`src/hw/rtl/jerk_motion_detector_top_macros.svh`:
```
// ----------------------------------------------------------------------------
// Jerk motion detector assertion macros
// Shared concurrent assertion forms, clocked on aclk and idle during reset.
// ----------------------------------------------------------------------------
`ifndef JERK_MOTION_DETECTOR_TOP_MACROS_SVH
`define JERK_MOTION_DETECTOR_TOP_MACROS_SVH

// same-cycle implication
`define JMD_ASSERT_IMP(label, ante, cons, msg) \
    label: assert property (@(posedge aclk) disable iff (!aresetn) (ante) |-> (cons)) \
        else $error(msg);

// next-cycle implication
`define JMD_ASSERT_NXT(label, ante, cons, msg) \
    label: assert property (@(posedge aclk) disable iff (!aresetn) (ante) |=> (cons)) \
        else $error(msg);

`endif

```
`src/hw/rtl/jmd_pkg.sv`:
```
// ----------------------------------------------------------------------------
// Jerk motion detector package
// Widths, register indexes, reset constants and the control/status bundles.
// ----------------------------------------------------------------------------
package jmd_pkg;

    localparam int FRAC_BITS_DEF = 8;

    localparam int ACC_W      = 16;
    localparam int STAMP_W    = 32;
    localparam int JERK_W     = 24;
    localparam int HOLD_W     = 16;
    localparam int RUN_W      = 3;
    localparam int SUMSQ_W    = 32;
    localparam int MAG_W      = ACC_W + 1;
    localparam int CFG_IDX_W  = 4;
    localparam int CFG_DATA_W = JERK_W;
    localparam int IN_DATA_W  = 3 * ACC_W + STAMP_W;
    localparam int OUT_DATA_W = 32;
    localparam int SQ_STEPS   = 4;

    localparam logic [JERK_W-1:0] JERK_MAX = '1;

    // reset values: motion limit is 1.5 held as 3/2
    localparam int MOTION_LIMIT_X2 = 3;
    localparam int FAULT_LIMIT_INT = 500;
    localparam int HOLD_RST        = 200;
    localparam int RUN_RST         = 3;

    localparam logic [CFG_IDX_W-1:0] REG_MOTION_LIMIT = CFG_IDX_W'(0);
    localparam logic [CFG_IDX_W-1:0] REG_FAULT_LIMIT  = CFG_IDX_W'(1);
    localparam logic [CFG_IDX_W-1:0] REG_HOLD_WINDOW  = CFG_IDX_W'(2);
    localparam logic [CFG_IDX_W-1:0] REG_FAULT_RUN    = CFG_IDX_W'(3);

    typedef enum logic [1:0] {
        AXIS_X    = 2'd0,
        AXIS_Y    = 2'd1,
        AXIS_Z    = 2'd2,
        AXIS_NONE = 2'd3
    } axis_t;

    typedef struct packed {
        logic [JERK_W-1:0] motion_jerk_limit;
        logic [JERK_W-1:0] fault_jerk_limit;
        logic [HOLD_W-1:0] hold_window_ms;
        logic [RUN_W-1:0]  fault_run_limit;
    } cfg_t;

    typedef struct packed {
        logic  load;
        logic  sq_step;
        axis_t sq_axis;
        logic  prep;
        logic  root_step;
        logic  div_step;
        logic  fin;
        logic  out_load;
    } cmd_t;

    typedef struct packed {
        logic dt_bad;
    } sts_t;

endpackage

```
`src/hw/rtl/jmd_cfg.sv`:
```
// ----------------------------------------------------------------------------
// Jerk motion detector configuration registers
// Register file written through the index/data write channel.
// ----------------------------------------------------------------------------
module jmd_cfg
    import jmd_pkg::*;
#(
    parameter int FRAC_BITS = FRAC_BITS_DEF
) (
    input  logic                  aclk,
    input  logic                  aresetn,
    input  logic                  cfg_valid,
    output logic                  cfg_ready,
    input  logic [CFG_IDX_W-1:0]  cfg_index,
    input  logic [CFG_DATA_W-1:0] cfg_data,
    output cfg_t                  cfg
);

    localparam logic [JERK_W-1:0] MOTION_RST =
        JERK_W'((64'(MOTION_LIMIT_X2) << FRAC_BITS) >> 1);
    localparam logic [63:0] FAULT_FULL = 64'(FAULT_LIMIT_INT) << FRAC_BITS;
    localparam logic [JERK_W-1:0] FAULT_RST =
        (FAULT_FULL > 64'(JERK_MAX)) ? JERK_MAX : JERK_W'(FAULT_FULL);

    cfg_t cfg_reg;
    cfg_t cfg_next;

    assign cfg_ready = 1'b1;
    assign cfg       = cfg_reg;

    always_comb begin
        cfg_next = cfg_reg;
        if (cfg_valid) begin
            unique case (cfg_index)
                REG_MOTION_LIMIT: cfg_next.motion_jerk_limit = cfg_data;
                REG_FAULT_LIMIT:  cfg_next.fault_jerk_limit  = cfg_data;
                REG_HOLD_WINDOW:  cfg_next.hold_window_ms    = cfg_data[HOLD_W-1:0];
                REG_FAULT_RUN:    cfg_next.fault_run_limit   = cfg_data[RUN_W-1:0];
                default:          cfg_next = cfg_reg;
            endcase
        end
    end

    always_ff @(posedge aclk) begin
        if (!aresetn) begin
            cfg_reg.motion_jerk_limit <= MOTION_RST;
            cfg_reg.fault_jerk_limit  <= FAULT_RST;
            cfg_reg.hold_window_ms    <= HOLD_W'(HOLD_RST);
            cfg_reg.fault_run_limit   <= RUN_W'(RUN_RST);
        end else begin
            cfg_reg <= cfg_next;
        end
    end

endmodule

```
`src/hw/rtl/jmd_dp.sv`:
```
// ----------------------------------------------------------------------------
// Jerk motion detector datapath
// Squared differences, bit-serial root and divide, motion and fault tracking.
// ----------------------------------------------------------------------------
`include "jerk_motion_detector_top_macros.svh"

module jmd_dp
    import jmd_pkg::*;
#(
    parameter int FRAC_BITS = FRAC_BITS_DEF
) (
    input  logic                  aclk,
    input  logic                  aresetn,
    input  cmd_t                  cmd,
    output sts_t                  sts,
    input  cfg_t                  cfg,
    input  logic [IN_DATA_W-1:0]  in_data,
    output logic [OUT_DATA_W-1:0] out_data
);

    localparam int SW = SUMSQ_W + 2 * FRAC_BITS;
    localparam int RW = SW / 2;
    localparam int EW = (RW > JERK_W) ? RW : JERK_W + 1;

    logic [ACC_W-1:0]   cur_x_reg, cur_y_reg, cur_z_reg;
    logic [STAMP_W-1:0] stamp_reg;
    logic [ACC_W-1:0]   prev_x_reg, prev_y_reg, prev_z_reg;
    logic [STAMP_W-1:0] prev_stamp_reg;
    logic [STAMP_W-1:0] lms_reg;
    logic [RUN_W-1:0]   fault_run_reg;
    logic [STAMP_W-1:0] dt_reg;
    logic               dt_bad_reg;
    logic [SUMSQ_W-1:0] prod_reg;
    logic [SUMSQ_W-1:0] acc_reg;
    logic [SW-1:0]      rad_reg;
    logic [RW+1:0]      rem_reg;
    logic [RW-1:0]      root_reg;
    logic [STAMP_W-1:0] drem_reg;
    logic [JERK_W-1:0]  jerk_reg;
    logic               reinit_reg;
    logic [JERK_W-1:0]  out_jerk_reg;
    logic               out_motion_reg, out_reinit_reg, out_upside_reg;

    logic [ACC_W-1:0]   in_x, in_y, in_z;
    logic [STAMP_W-1:0] in_stamp, dt_c;
    logic [ACC_W-1:0]   cur_sel, prev_sel, diff;
    logic [MAG_W-1:0]   mag;
    logic [2*MAG_W-1:0] prod_w;
    logic [RW+1:0]      rem_sh, trial;
    logic               root_bit;
    logic [STAMP_W-1:0] dsh;
    logic               div_bit;
    logic [EW-1:0]      q_ext;
    logic [JERK_W-1:0]  jerk_c;
    logic [RUN_W:0]     run_inc;
    logic               fault_c, reinit_c;
    logic [RUN_W-1:0]   run_c;
    logic [STAMP_W-1:0] age;
    logic               motion_c;

    assign in_x     = in_data[ACC_W-1:0];
    assign in_y     = in_data[2*ACC_W-1:ACC_W];
    assign in_z     = in_data[3*ACC_W-1:2*ACC_W];
    assign in_stamp = in_data[IN_DATA_W-1:3*ACC_W];
    assign dt_c     = in_stamp - prev_stamp_reg;

    always_comb begin
        case (cmd.sq_axis)
            AXIS_X: begin
                cur_sel  = cur_x_reg;
                prev_sel = prev_x_reg;
            end
            AXIS_Y: begin
                cur_sel  = cur_y_reg;
                prev_sel = prev_y_reg;
            end
            AXIS_Z: begin
                cur_sel  = cur_z_reg;
                prev_sel = prev_z_reg;
            end
            default: begin
                cur_sel  = '0;
                prev_sel = '0;
            end
        endcase
    end

    assign diff   = cur_sel - prev_sel;
    assign mag    = diff[ACC_W-1] ? (MAG_W'(1) << ACC_W) - MAG_W'(diff) : MAG_W'(diff);
    assign prod_w = mag * mag;

    // root: two radicand bits per step
    assign rem_sh   = {rem_reg[RW-1:0], rad_reg[SW-1:SW-2]};
    assign trial    = {root_reg, 2'b01};
    assign root_bit = (rem_sh >= trial);

    // restoring divide, quotient shifts into root_reg
    assign dsh     = {drem_reg[STAMP_W-2:0], root_reg[RW-1]};
    assign div_bit = (dsh >= dt_reg);

    assign q_ext   = EW'(root_reg);
    assign jerk_c  = (dt_bad_reg || q_ext > EW'(JERK_MAX)) ? JERK_MAX : JERK_W'(q_ext);
    assign run_inc = {1'b0, fault_run_reg} + (RUN_W+1)'(1);
    assign fault_c = (jerk_c > cfg.fault_jerk_limit);

    always_comb begin
        reinit_c = 1'b0;
        run_c    = '0;
        if (fault_c) begin
            if (run_inc > {1'b0, cfg.fault_run_limit}) begin
                reinit_c = 1'b1;
            end else begin
                run_c = run_inc[RUN_W-1:0];
            end
        end
    end

    assign age      = stamp_reg - lms_reg;
    assign motion_c = age[STAMP_W-1] || (age <= STAMP_W'(cfg.hold_window_ms));

    assign sts.dt_bad = dt_bad_reg;
    assign out_data   = OUT_DATA_W'({out_upside_reg, out_reinit_reg, out_motion_reg,
                                     out_jerk_reg});

    // sample history
    always_ff @(posedge aclk) begin
        if (!aresetn) begin
            prev_x_reg     <= '0;
            prev_y_reg     <= '0;
            prev_z_reg     <= '0;
            prev_stamp_reg <= '0;
            lms_reg        <= '0;
            fault_run_reg  <= '0;
        end else if (cmd.fin) begin
            prev_x_reg     <= cur_x_reg;
            prev_y_reg     <= cur_y_reg;
            prev_z_reg     <= cur_z_reg;
            prev_stamp_reg <= stamp_reg;
            fault_run_reg  <= run_c;
            if (jerk_c > cfg.motion_jerk_limit) begin
                lms_reg <= stamp_reg;
            end
        end
    end

    always_ff @(posedge aclk) begin
        if (cmd.load) begin
            cur_x_reg  <= in_x;
            cur_y_reg  <= in_y;
            cur_z_reg  <= in_z;
            stamp_reg  <= in_stamp;
            dt_reg     <= dt_c;
            dt_bad_reg <= (dt_c == '0) || dt_c[STAMP_W-1];
            acc_reg    <= '0;
        end
        if (cmd.sq_step) begin
            prod_reg <= prod_w[SUMSQ_W-1:0];
            if (cmd.sq_axis != AXIS_X) begin
                acc_reg <= acc_reg + prod_reg;
            end
        end
        if (cmd.prep) begin
            rad_reg  <= SW'(acc_reg) << (2 * FRAC_BITS);
            rem_reg  <= '0;
            root_reg <= '0;
            drem_reg <= '0;
        end
        if (cmd.root_step) begin
            rad_reg  <= rad_reg << 2;
            rem_reg  <= root_bit ? rem_sh - trial : rem_sh;
            root_reg <= {root_reg[RW-2:0], root_bit};
        end
        if (cmd.div_step) begin
            drem_reg <= div_bit ? dsh - dt_reg : dsh;
            root_reg <= {root_reg[RW-2:0], div_bit};
        end
        if (cmd.fin) begin
            jerk_reg   <= jerk_c;
            reinit_reg <= reinit_c;
        end
        if (cmd.out_load) begin
            out_jerk_reg   <= jerk_reg;
            out_motion_reg <= motion_c;
            out_reinit_reg <= reinit_reg;
            out_upside_reg <= cur_z_reg[ACC_W-1];
        end
    end

    `JMD_ASSERT_NXT(a_reinit_clears_run, cmd.fin && reinit_c, fault_run_reg == '0,
        "reinit request left a fault run count")
    `JMD_ASSERT_IMP(a_bad_dt_saturates, cmd.fin && dt_bad_reg, jerk_c == JERK_MAX,
        "non-positive time step did not saturate jerk")
    `JMD_ASSERT_NXT(a_run_within_limit, cmd.fin, fault_run_reg <= $past(cfg.fault_run_limit),
        "fault run count above its limit")

endmodule

```
`src/hw/rtl/jmd_ctrl.sv`:
```
// ----------------------------------------------------------------------------
// Jerk motion detector controller
// Sequences squaring, root, divide and result hand-off; owns the stream handshakes.
// ----------------------------------------------------------------------------
`include "jerk_motion_detector_top_macros.svh"

module jmd_ctrl
    import jmd_pkg::*;
#(
    parameter int FRAC_BITS = FRAC_BITS_DEF
) (
    input  logic aclk,
    input  logic aresetn,
    input  logic s_tvalid,
    output logic s_tready,
    output logic m_tvalid,
    input  logic m_tready,
    output cmd_t cmd,
    input  sts_t sts
);

    localparam int RW = (SUMSQ_W + 2 * FRAC_BITS) / 2;
    localparam int CW = $clog2(RW + 1);

    typedef enum logic [6:0] {
        ST_IDLE = 7'b0000001,
        ST_SQR  = 7'b0000010,
        ST_PREP = 7'b0000100,
        ST_ROOT = 7'b0001000,
        ST_DIV  = 7'b0010000,
        ST_FIN  = 7'b0100000,
        ST_DONE = 7'b1000000
    } state_t;

    state_t         state_reg, state_next;
    logic [CW-1:0]  cnt_reg, cnt_next;
    logic           out_valid_reg, out_valid_next;
    logic           out_free;

    assign out_free = !out_valid_reg || m_tready;
    assign m_tvalid = out_valid_reg;

    always_comb begin
        state_next = state_reg;
        cnt_next   = cnt_reg;
        cmd        = '0;
        cmd.sq_axis = AXIS_NONE;
        s_tready   = 1'b0;
        unique case (state_reg)
            ST_IDLE: begin
                s_tready = 1'b1;
                if (s_tvalid) begin
                    cmd.load   = 1'b1;
                    cnt_next   = '0;
                    state_next = ST_SQR;
                end
            end
            ST_SQR: begin
                cmd.sq_step = 1'b1;
                cmd.sq_axis = axis_t'(cnt_reg[1:0]);
                if (cnt_reg == CW'(SQ_STEPS - 1)) begin
                    cnt_next   = '0;
                    state_next = ST_PREP;
                end else begin
                    cnt_next = cnt_reg + CW'(1);
                end
            end
            ST_PREP: begin
                cmd.prep   = 1'b1;
                state_next = sts.dt_bad ? ST_FIN : ST_ROOT;
            end
            ST_ROOT: begin
                cmd.root_step = 1'b1;
                if (cnt_reg == CW'(RW - 1)) begin
                    cnt_next   = '0;
                    state_next = ST_DIV;
                end else begin
                    cnt_next = cnt_reg + CW'(1);
                end
            end
            ST_DIV: begin
                cmd.div_step = 1'b1;
                if (cnt_reg == CW'(RW - 1)) begin
                    cnt_next   = '0;
                    state_next = ST_FIN;
                end else begin
                    cnt_next = cnt_reg + CW'(1);
                end
            end
            ST_FIN: begin
                cmd.fin    = 1'b1;
                state_next = ST_DONE;
            end
            ST_DONE: begin
                if (out_free) begin
                    cmd.out_load = 1'b1;
                    state_next   = ST_IDLE;
                end
            end
            default: begin
                state_next = ST_IDLE;
            end
        endcase
    end

    always_comb begin
        out_valid_next = out_valid_reg;
        if (cmd.out_load) begin
            out_valid_next = 1'b1;
        end else if (m_tready) begin
            out_valid_next = 1'b0;
        end
    end

    always_ff @(posedge aclk) begin
        if (!aresetn) begin
            state_reg     <= ST_IDLE;
            cnt_reg       <= '0;
            out_valid_reg <= 1'b0;
        end else begin
            state_reg     <= state_next;
            cnt_reg       <= cnt_next;
            out_valid_reg <= out_valid_next;
        end
    end

    `JMD_ASSERT_IMP(a_no_overwrite, cmd.out_load, !out_valid_reg || m_tready,
        "result word overwritten before it was taken")
    `JMD_ASSERT_NXT(a_accept_starts, s_tvalid && s_tready, state_reg == ST_SQR,
        "accepted word did not start the squaring pass")
    `JMD_ASSERT_IMP(a_cnt_bound, state_reg == ST_ROOT || state_reg == ST_DIV,
        cnt_reg <= CW'(RW - 1), "bit counter ran past the operand width")

endmodule

```
`src/hw/rtl/jerk_motion_detector_top.sv`:
```
// ----------------------------------------------------------------------------
// Jerk motion detector
// Each input word (x, y, z acceleration and a ms stamp) yields one result word:
// jerk (difference magnitude per ms, FRAC_BITS fraction bits, saturated),
// motion within the hold window, a reinitialise request and an upside-down flag.
// One word is processed at a time; the next word is accepted only once the result
// of the last one is loaded into the output register. The bit-serial square root and
// the restoring divide each produce one result bit per cycle; a word with a zero or
// negative time step skips both. A finished result waits in the output register
// while the next word is being worked on. The user must write configuration only
// while the block is idle; the block itself does not enforce this.
// ----------------------------------------------------------------------------
module jerk_motion_detector_top
    import jmd_pkg::*;
#(
    parameter int FRAC_BITS = FRAC_BITS_DEF
) (
    input  logic                  aclk,
    input  logic                  aresetn,
    input  logic                  s_tvalid,
    output logic                  s_tready,
    input  logic [IN_DATA_W-1:0]  s_tdata,   // accel_x, accel_y, accel_z, stamp_ms
    output logic                  m_tvalid,
    input  logic                  m_tready,
    output logic [OUT_DATA_W-1:0] m_tdata,   // jerk_value, motion, reinit_request,
                                             // upside_down, zero fill
    input  logic                  cfg_valid,
    output logic                  cfg_ready,
    input  logic [CFG_IDX_W-1:0]  cfg_index,
    input  logic [CFG_DATA_W-1:0] cfg_data
);

    cfg_t cfg;
    cmd_t cmd;
    sts_t sts;

    jmd_cfg #(
        .FRAC_BITS (FRAC_BITS)
    ) u_cfg (
        .aclk      (aclk),
        .aresetn   (aresetn),
        .cfg_valid (cfg_valid),
        .cfg_ready (cfg_ready),
        .cfg_index (cfg_index),
        .cfg_data  (cfg_data),
        .cfg       (cfg)
    );

    jmd_ctrl #(
        .FRAC_BITS (FRAC_BITS)
    ) u_ctrl (
        .aclk     (aclk),
        .aresetn  (aresetn),
        .s_tvalid (s_tvalid),
        .s_tready (s_tready),
        .m_tvalid (m_tvalid),
        .m_tready (m_tready),
        .cmd      (cmd),
        .sts      (sts)
    );

    jmd_dp #(
        .FRAC_BITS (FRAC_BITS)
    ) u_dp (
        .aclk     (aclk),
        .aresetn  (aresetn),
        .cmd      (cmd),
        .sts      (sts),
        .cfg      (cfg),
        .in_data  (s_tdata),
        .out_data (m_tdata)
    );

endmodule

```
`config.mk`:
```
export PLATFORM = sky130hd
export DESIGN_NAME = jerk_motion_detector_top
export DESIGN_NICKNAME = d
export VERILOG_FILES = /design/src/hw/rtl/jmd_pkg.sv /design/src/hw/rtl/jmd_cfg.sv /design/src/hw/rtl/jmd_dp.sv /design/src/hw/rtl/jmd_ctrl.sv /design/src/hw/rtl/jerk_motion_detector_top.sv
export VERILOG_INCLUDE_DIRS = /design/src /design/src/hw/rtl
export SDC_FILE = /design/constraint.sdc
export NUM_CORES = 2
export LEC_CHECK = 0
export BUFFER_PORTS_ARGS = -buffer_cell sky130_fd_sc_hd__buf_2
export CAP_MARGIN = 15
export CELL_PAD_IN_SITES_DETAIL_PLACEMENT = 0
export CELL_PAD_IN_SITES_GLOBAL_PLACEMENT = 2
export CORE_AREA = 4 4 332 334
export DETAILED_ROUTE_END_ITERATION = 10
export DIE_AREA = 0 0 336 338
export GPL_ROUTABILITY_DRIVEN = 0
export GPL_TIMING_DRIVEN = 1
export PLACE_DENSITY_LB_ADDON = 0.1
export SYNTH_ARGS = -nofsm -noshare
export SYNTH_HDL_FRONTEND = slang
export SYNTH_HIERARCHICAL = 1
export SYNTH_SLANG_ARGS = --single-unit
```
`constraint.sdc`:
```
create_clock -name aclk -period 11.16 [get_ports aclk]
set_clock_uncertainty 0.15 [all_clocks]
set_input_delay 1.674 -clock aclk [delete_from_list [all_inputs] [get_ports aclk]]
set_output_delay 1.674 -clock aclk [all_outputs]
set_load 0.02 [all_outputs]
```
---- Yosys cells after proc, flatten, opt, wreduce, memory -nomap -nowiden ----
Index checks and enable logic that the tools add are counted.
storage, ports and cells
  bits in registers ....................... 535
  bits of input ports ..................... 113
  output and inout bits ................... 35
  word-level logic and storage cells ...... 134
cells by class
  add/sub/neg operators ................... 9
  multipliers ............................. 1
  magnitude comparators ................... 7
  eq/ne operators ......................... 19
  multiplexer cells ....................... 44
  reduce and logical (&&, ||, !) cells .... 22
operators by type and width
  operator                                               number
  two-way mux 24 bit                                     7
  two-way mux 32 bit                                     3
  two-way mux 48 bit                                     2
  one-hot mux 16 bit (3 select lines)                    2
  two-way mux 31 bit                                     3
  subtractor 32 bit                                      2
  one-hot mux 7 bit (7 select lines)                     1
  greater-than comparator 24 bit                         2
  two-way mux 7 bit                                      5
  adder 32 bit                                           1
  greater-or-equal comparator 32 bit                     1
  less-or-equal comparator 32 x 16 -> 1 bit              1
  zero test 32 bit                                       1
  multiplier 17 x 17 -> 32 bit                           1
  subtractor 31 bit                                      1
  greater-or-equal comparator 26 bit                     1
  greater-than comparator 24 bit, second input constant  1
  subtractor 24 bit                                      1
  two-way mux 17 bit                                     1
  subtractor 17 x 16 -> 17 bit, first input constant     1
  subtractor 16 bit                                      1
  two-way mux 5 bit                                      3
  one-hot mux 5 bit (3 select lines)                     1
  two-way mux 1 bit                                      12
  other kinds (29)                                       47

---- Longest topological paths before layout ----
  depth after elaboration ................. 8
  gate-level depth with buffers ........... 46
  gate-level depth less buffers ........... 41

---- Hierarchy ----
Netlist, hierarchy kept.
modules (own cells, without submodules)
  module    times used  cells each  area each (um^2)  seq. area each (um^2)
  jmd_dp    1           3694        35830.6           12161.7
  jmd_cfg   1           265         2666.3            1341.3
  jmd_ctrl  1           100         869.6             260.2

---- Worst setup path before layout ----
OpenSTA, ideal clock, no wires.
  path kind ............................... register to register
  start ................................... reg u_ctrl.state_reg[3]
  end ..................................... reg u_dp.prod_reg[31], data pin
  library setup time ...................... 0.260 ns
  arrival time ............................ 10.337 ns
  data required time ...................... 10.750 ns
  setup slack ............................. 0.413 ns
  cell stages (with the launch flop) ...... 45
  buffers on the path ..................... 5
  period minus slack after synthesis ...... 10.747 ns
  cell sequence ........................... dfxtp_1 > buf_6 > or4_4 > buf_6 > nor4_4 > or2b_1 > buf_2 > nor2b_1 > clkbuf_1 > clkbuf_1 > nand2_1 > o21ai_0 > ha_1 > fa_1 > nor2b_4 > o31a_4 > o21ai_2 > or3b_1 > [9 not listed] > fa_1 > fa_1 > fa_1 > fa_1 > inv_1 > fa_1 > inv_1 > ha_1 > and3_1 > and2_1 > nor3b_1 > a221o_1 > nand4_1 > a221o_1 > a21oi_1 > a211o_1 > a21oi_1 > xnor2_1
RTL lines
  item                    RTL line         source
  from (decl)             jmd_ctrl.sv:35   state_t state_reg, state_next;
  from (signal assigned)  jmd_ctrl.sv:121  state_reg <= state_next;
  to (signal assigned)    jmd_dp.sv:157    prod_reg <= prod_w[SUMSQ_W-1:0];
  to (decl)               jmd_dp.sv:33     logic [SUMSQ_W-1:0] prod_reg;

==> results.sh <==
export IMPL_status="completed"
export IMPL_die_x_um=336
export IMPL_cp_num_buf_inv=6
export IMPL_htree_num_levels=3
export IMPL_yosysWarningCount=6
export IMPL_dieArea_sq_um=113600
export IMPL_max_stage_delay_ns=0.60
export IMPL_met1_usage_pct=24.65
export IMPL_postRouteAntennaNets=0
export IMPL_ys_types=108
export IMPL_antenna_found_initial=8
export IMPL_grt_use_met2_pct=31.51
export IMPL_setup_viol=0
export IMPL_synth_ff_type="edfxtp_1"
export IMPL_drv_slew=0
export IMPL_area_growth_syn_to_layout_pct=12.49
export IMPL_gr_total_overflow=0
export IMPL_timing_final_crit_share_pct=96.02
export IMPL_hold_viol_final=0
export IMPL_final_common_cell="inv_1"
export IMPL_crit_path_end="u_dp/prod_reg[31]"
export IMPL_dp_hpwl_um=80250
export IMPL_wirelength_um=103800
export IMPL_rr_startpoint="u_ctrl/state_reg[2]"
export IMPL_busiest_layer="met2"
export IMPL_clkLatencyLatePin_ns=0.63
export IMPL_synthCells=4059
export IMPL_die_height_um=338
export IMPL_largest_reg_flops=67
export IMPL_coreArea_sq_um=106900
export IMPL_nNetsFinal=4880
export IMPL_place_area_sq_um=41880
export IMPL_final_util_pct=41.43
export IMPL_fin_cells=5698
export IMPL_cp_top_family="adder cells"
export IMPL_crit_required_ns=11.37
export IMPL_maxCapViolations=0
export IMPL_reg2reg_slack_ns=0.44
export IMPL_synth_top_cell_area_share_pct=23.42
export IMPL_most_common_layout_cells="532 x inv_1, 337 x ha_1, 330 x nand2_1"
export IMPL_cts_buffers=68
export IMPL_syn_cell_area_sq_um=39370
export IMPL_cpMaxStageDelayCell="or4_4"
export IMPL_clockBufferDepth=3
export IMPL_arrival_ns=10.92
export IMPL_routed_via_density=4.958
export IMPL_worst_setup_path_start_kind="flop"
export IMPL_grt_pass1_wl_um=165400
export IMPL_initial_utilization_pct=36.82
export IMPL_drtPass1Iterations=7
export IMPL_cts_tree="yes"
export IMPL_cp_depth=40
export IMPL_grt_max_degree=98
export IMPL_cp_max_fo=12
export IMPL_ys_seq_elements=534
export IMPL_num_vias=28248
export IMPL_row_count=120
export IMPL_fmax_mhz=93.32
export IMPL_rr_endpoint="u_dp/prod_reg[31]"
export IMPL_clk_pin_slew_ns=0.05
export IMPL_slew_headroom_pct=36.04
export IMPL_cts_sinks=534
export IMPL_synth_edf_count=307
export IMPL_startpoint="u_ctrl/state_reg[2]"
export IMPL_root_buffer="clkbuf_16"
export IMPL_io_pins=148
export IMPL_hold_class="flop to flop"
export IMPL_synth_avg_cell_area_sq_um=9.699
export IMPL_dp_cells=5565
export IMPL_place_port_buffers=141
export IMPL_drive_above_1_share_pct=11.09
export IMPL_tns_ns=0
export IMPL_critPathKind="flop to flop"
export IMPL_grt_pass1_vias=29174
export IMPL_drt_initial_drc_count=1221
export IMPL_wl_per_cell_um=18.22
export IMPL_min_period_ns=10.72
export IMPL_async_flop_share_pct=0
export IMPL_post_route_drc_count=0
export IMPL_track_usage_pct=18.39
export IMPL_use_met3_pct=2.601
export IMPL_reg2regPathDepth=40
export IMPL_cp_end_kind="flop"
export IMPL_final_cell_area_sq_um=44290
export IMPL_worst_pin_slew_ns=0.9594
export IMPL_synth_area_leaders="edfxtp_1 23%, dfxtp_1 12%, ha_1 11%"
export IMPL_seq_area_frac_synth_pct=34.96
export IMPL_synth_top_cell_by_area="edfxtp_1"
## cell families (layout without fill, tap and decap cells)
group / Yosys count / in the layout / share of synthesized area, %
buffers and inverters: 686 / 884 / 6.926
XOR/XNOR: 158 / 158 / 3.572
AND/OR/NAND/NOR: 1125 / 1125 / 14.67
adder cells (fa/ha/maj): 530 / 530 / 20.53
multiplexers: 251 / 251 / 6.481
other: 3 / 41 / 0.02860
flip-flops: 534 / 534 / 34.96
AO/OA/AOI/OAI: 772 / 772 / 12.83
## routing by layer
| metal | part of all wire, % | wire length, um | up-vias |
|---|---|---|---|
| met5 | 0.059 | 61 | - |
| met3 | 3.1 | 3214 | 112 |
| li1 | - | - | 14329 |
| met1 | 48 | 49390 | 13472 |
| met2 | 47 | 49030 | 327 |
| met4 | 2.1 | 2133 | 8 |
## through the flow
step                      hold slack, ns  setup WS [ns]
after floorplan                   0.2503         0.4135
after detailed placement          0.2545         0.1670
final                             0.2472         0.4441
after global placement            0.2530         0.3009
after CTS                         0.2454         0.1489
after global routing              0.2542       -0.02588
## final cells by class
class	count	area, sq um
Antenna cell	3	7.507
Clock buffer	95	1956
Clock inverter	30	270.3
Fill cell	10733	62620
Inverter	543	2038
Multi-Input combinational cell	2874	23160
Sequential cell	534	13760
Tap cell	1403	1755
Timing Repair Buffer	216	1335
## repair_timing
item                                    4_1_cts  5_1_grt
hold buffers                                  0        0
endpoints found under the setup margin        0        7
buffers inserted                              0        4
gates resized for setup                       0       29
endpoints found under the hold margin         0        0
## Yosys cell counts (108+ instances only)
cell type	instances
inv_1	534
ha_1	337
nand2_1	330
edfxtp_1	307
dfxtp_1	227
mux2i_1	220
a21oi_1	219
nor2_1	196
fa_1	193
nor2b_1	169
o21ai_0	153
nand3_1	108
## worst min path at each step
stage | from | end | cells past startpoint
after floorplan | u_dp/jerk_reg[0] | u_dp/out_jerk_reg[0] | 0
after global placement | u_dp/jerk_reg[18] | u_dp/out_jerk_reg[18] | 0
after detailed placement | u_dp/jerk_reg[15] | u_dp/out_jerk_reg[15] | 0
after CTS | u_dp/jerk_reg[14] | u_dp/out_jerk_reg[14] | 0
after global routing | u_dp/jerk_reg[14] | u_dp/out_jerk_reg[14] | 0
final | u_dp/jerk_reg[14] | u_dp/out_jerk_reg[14] | 0
Power is not shown: default switching activity piles up to over one toggle a cycle in this logic, so the estimate is an artifact.
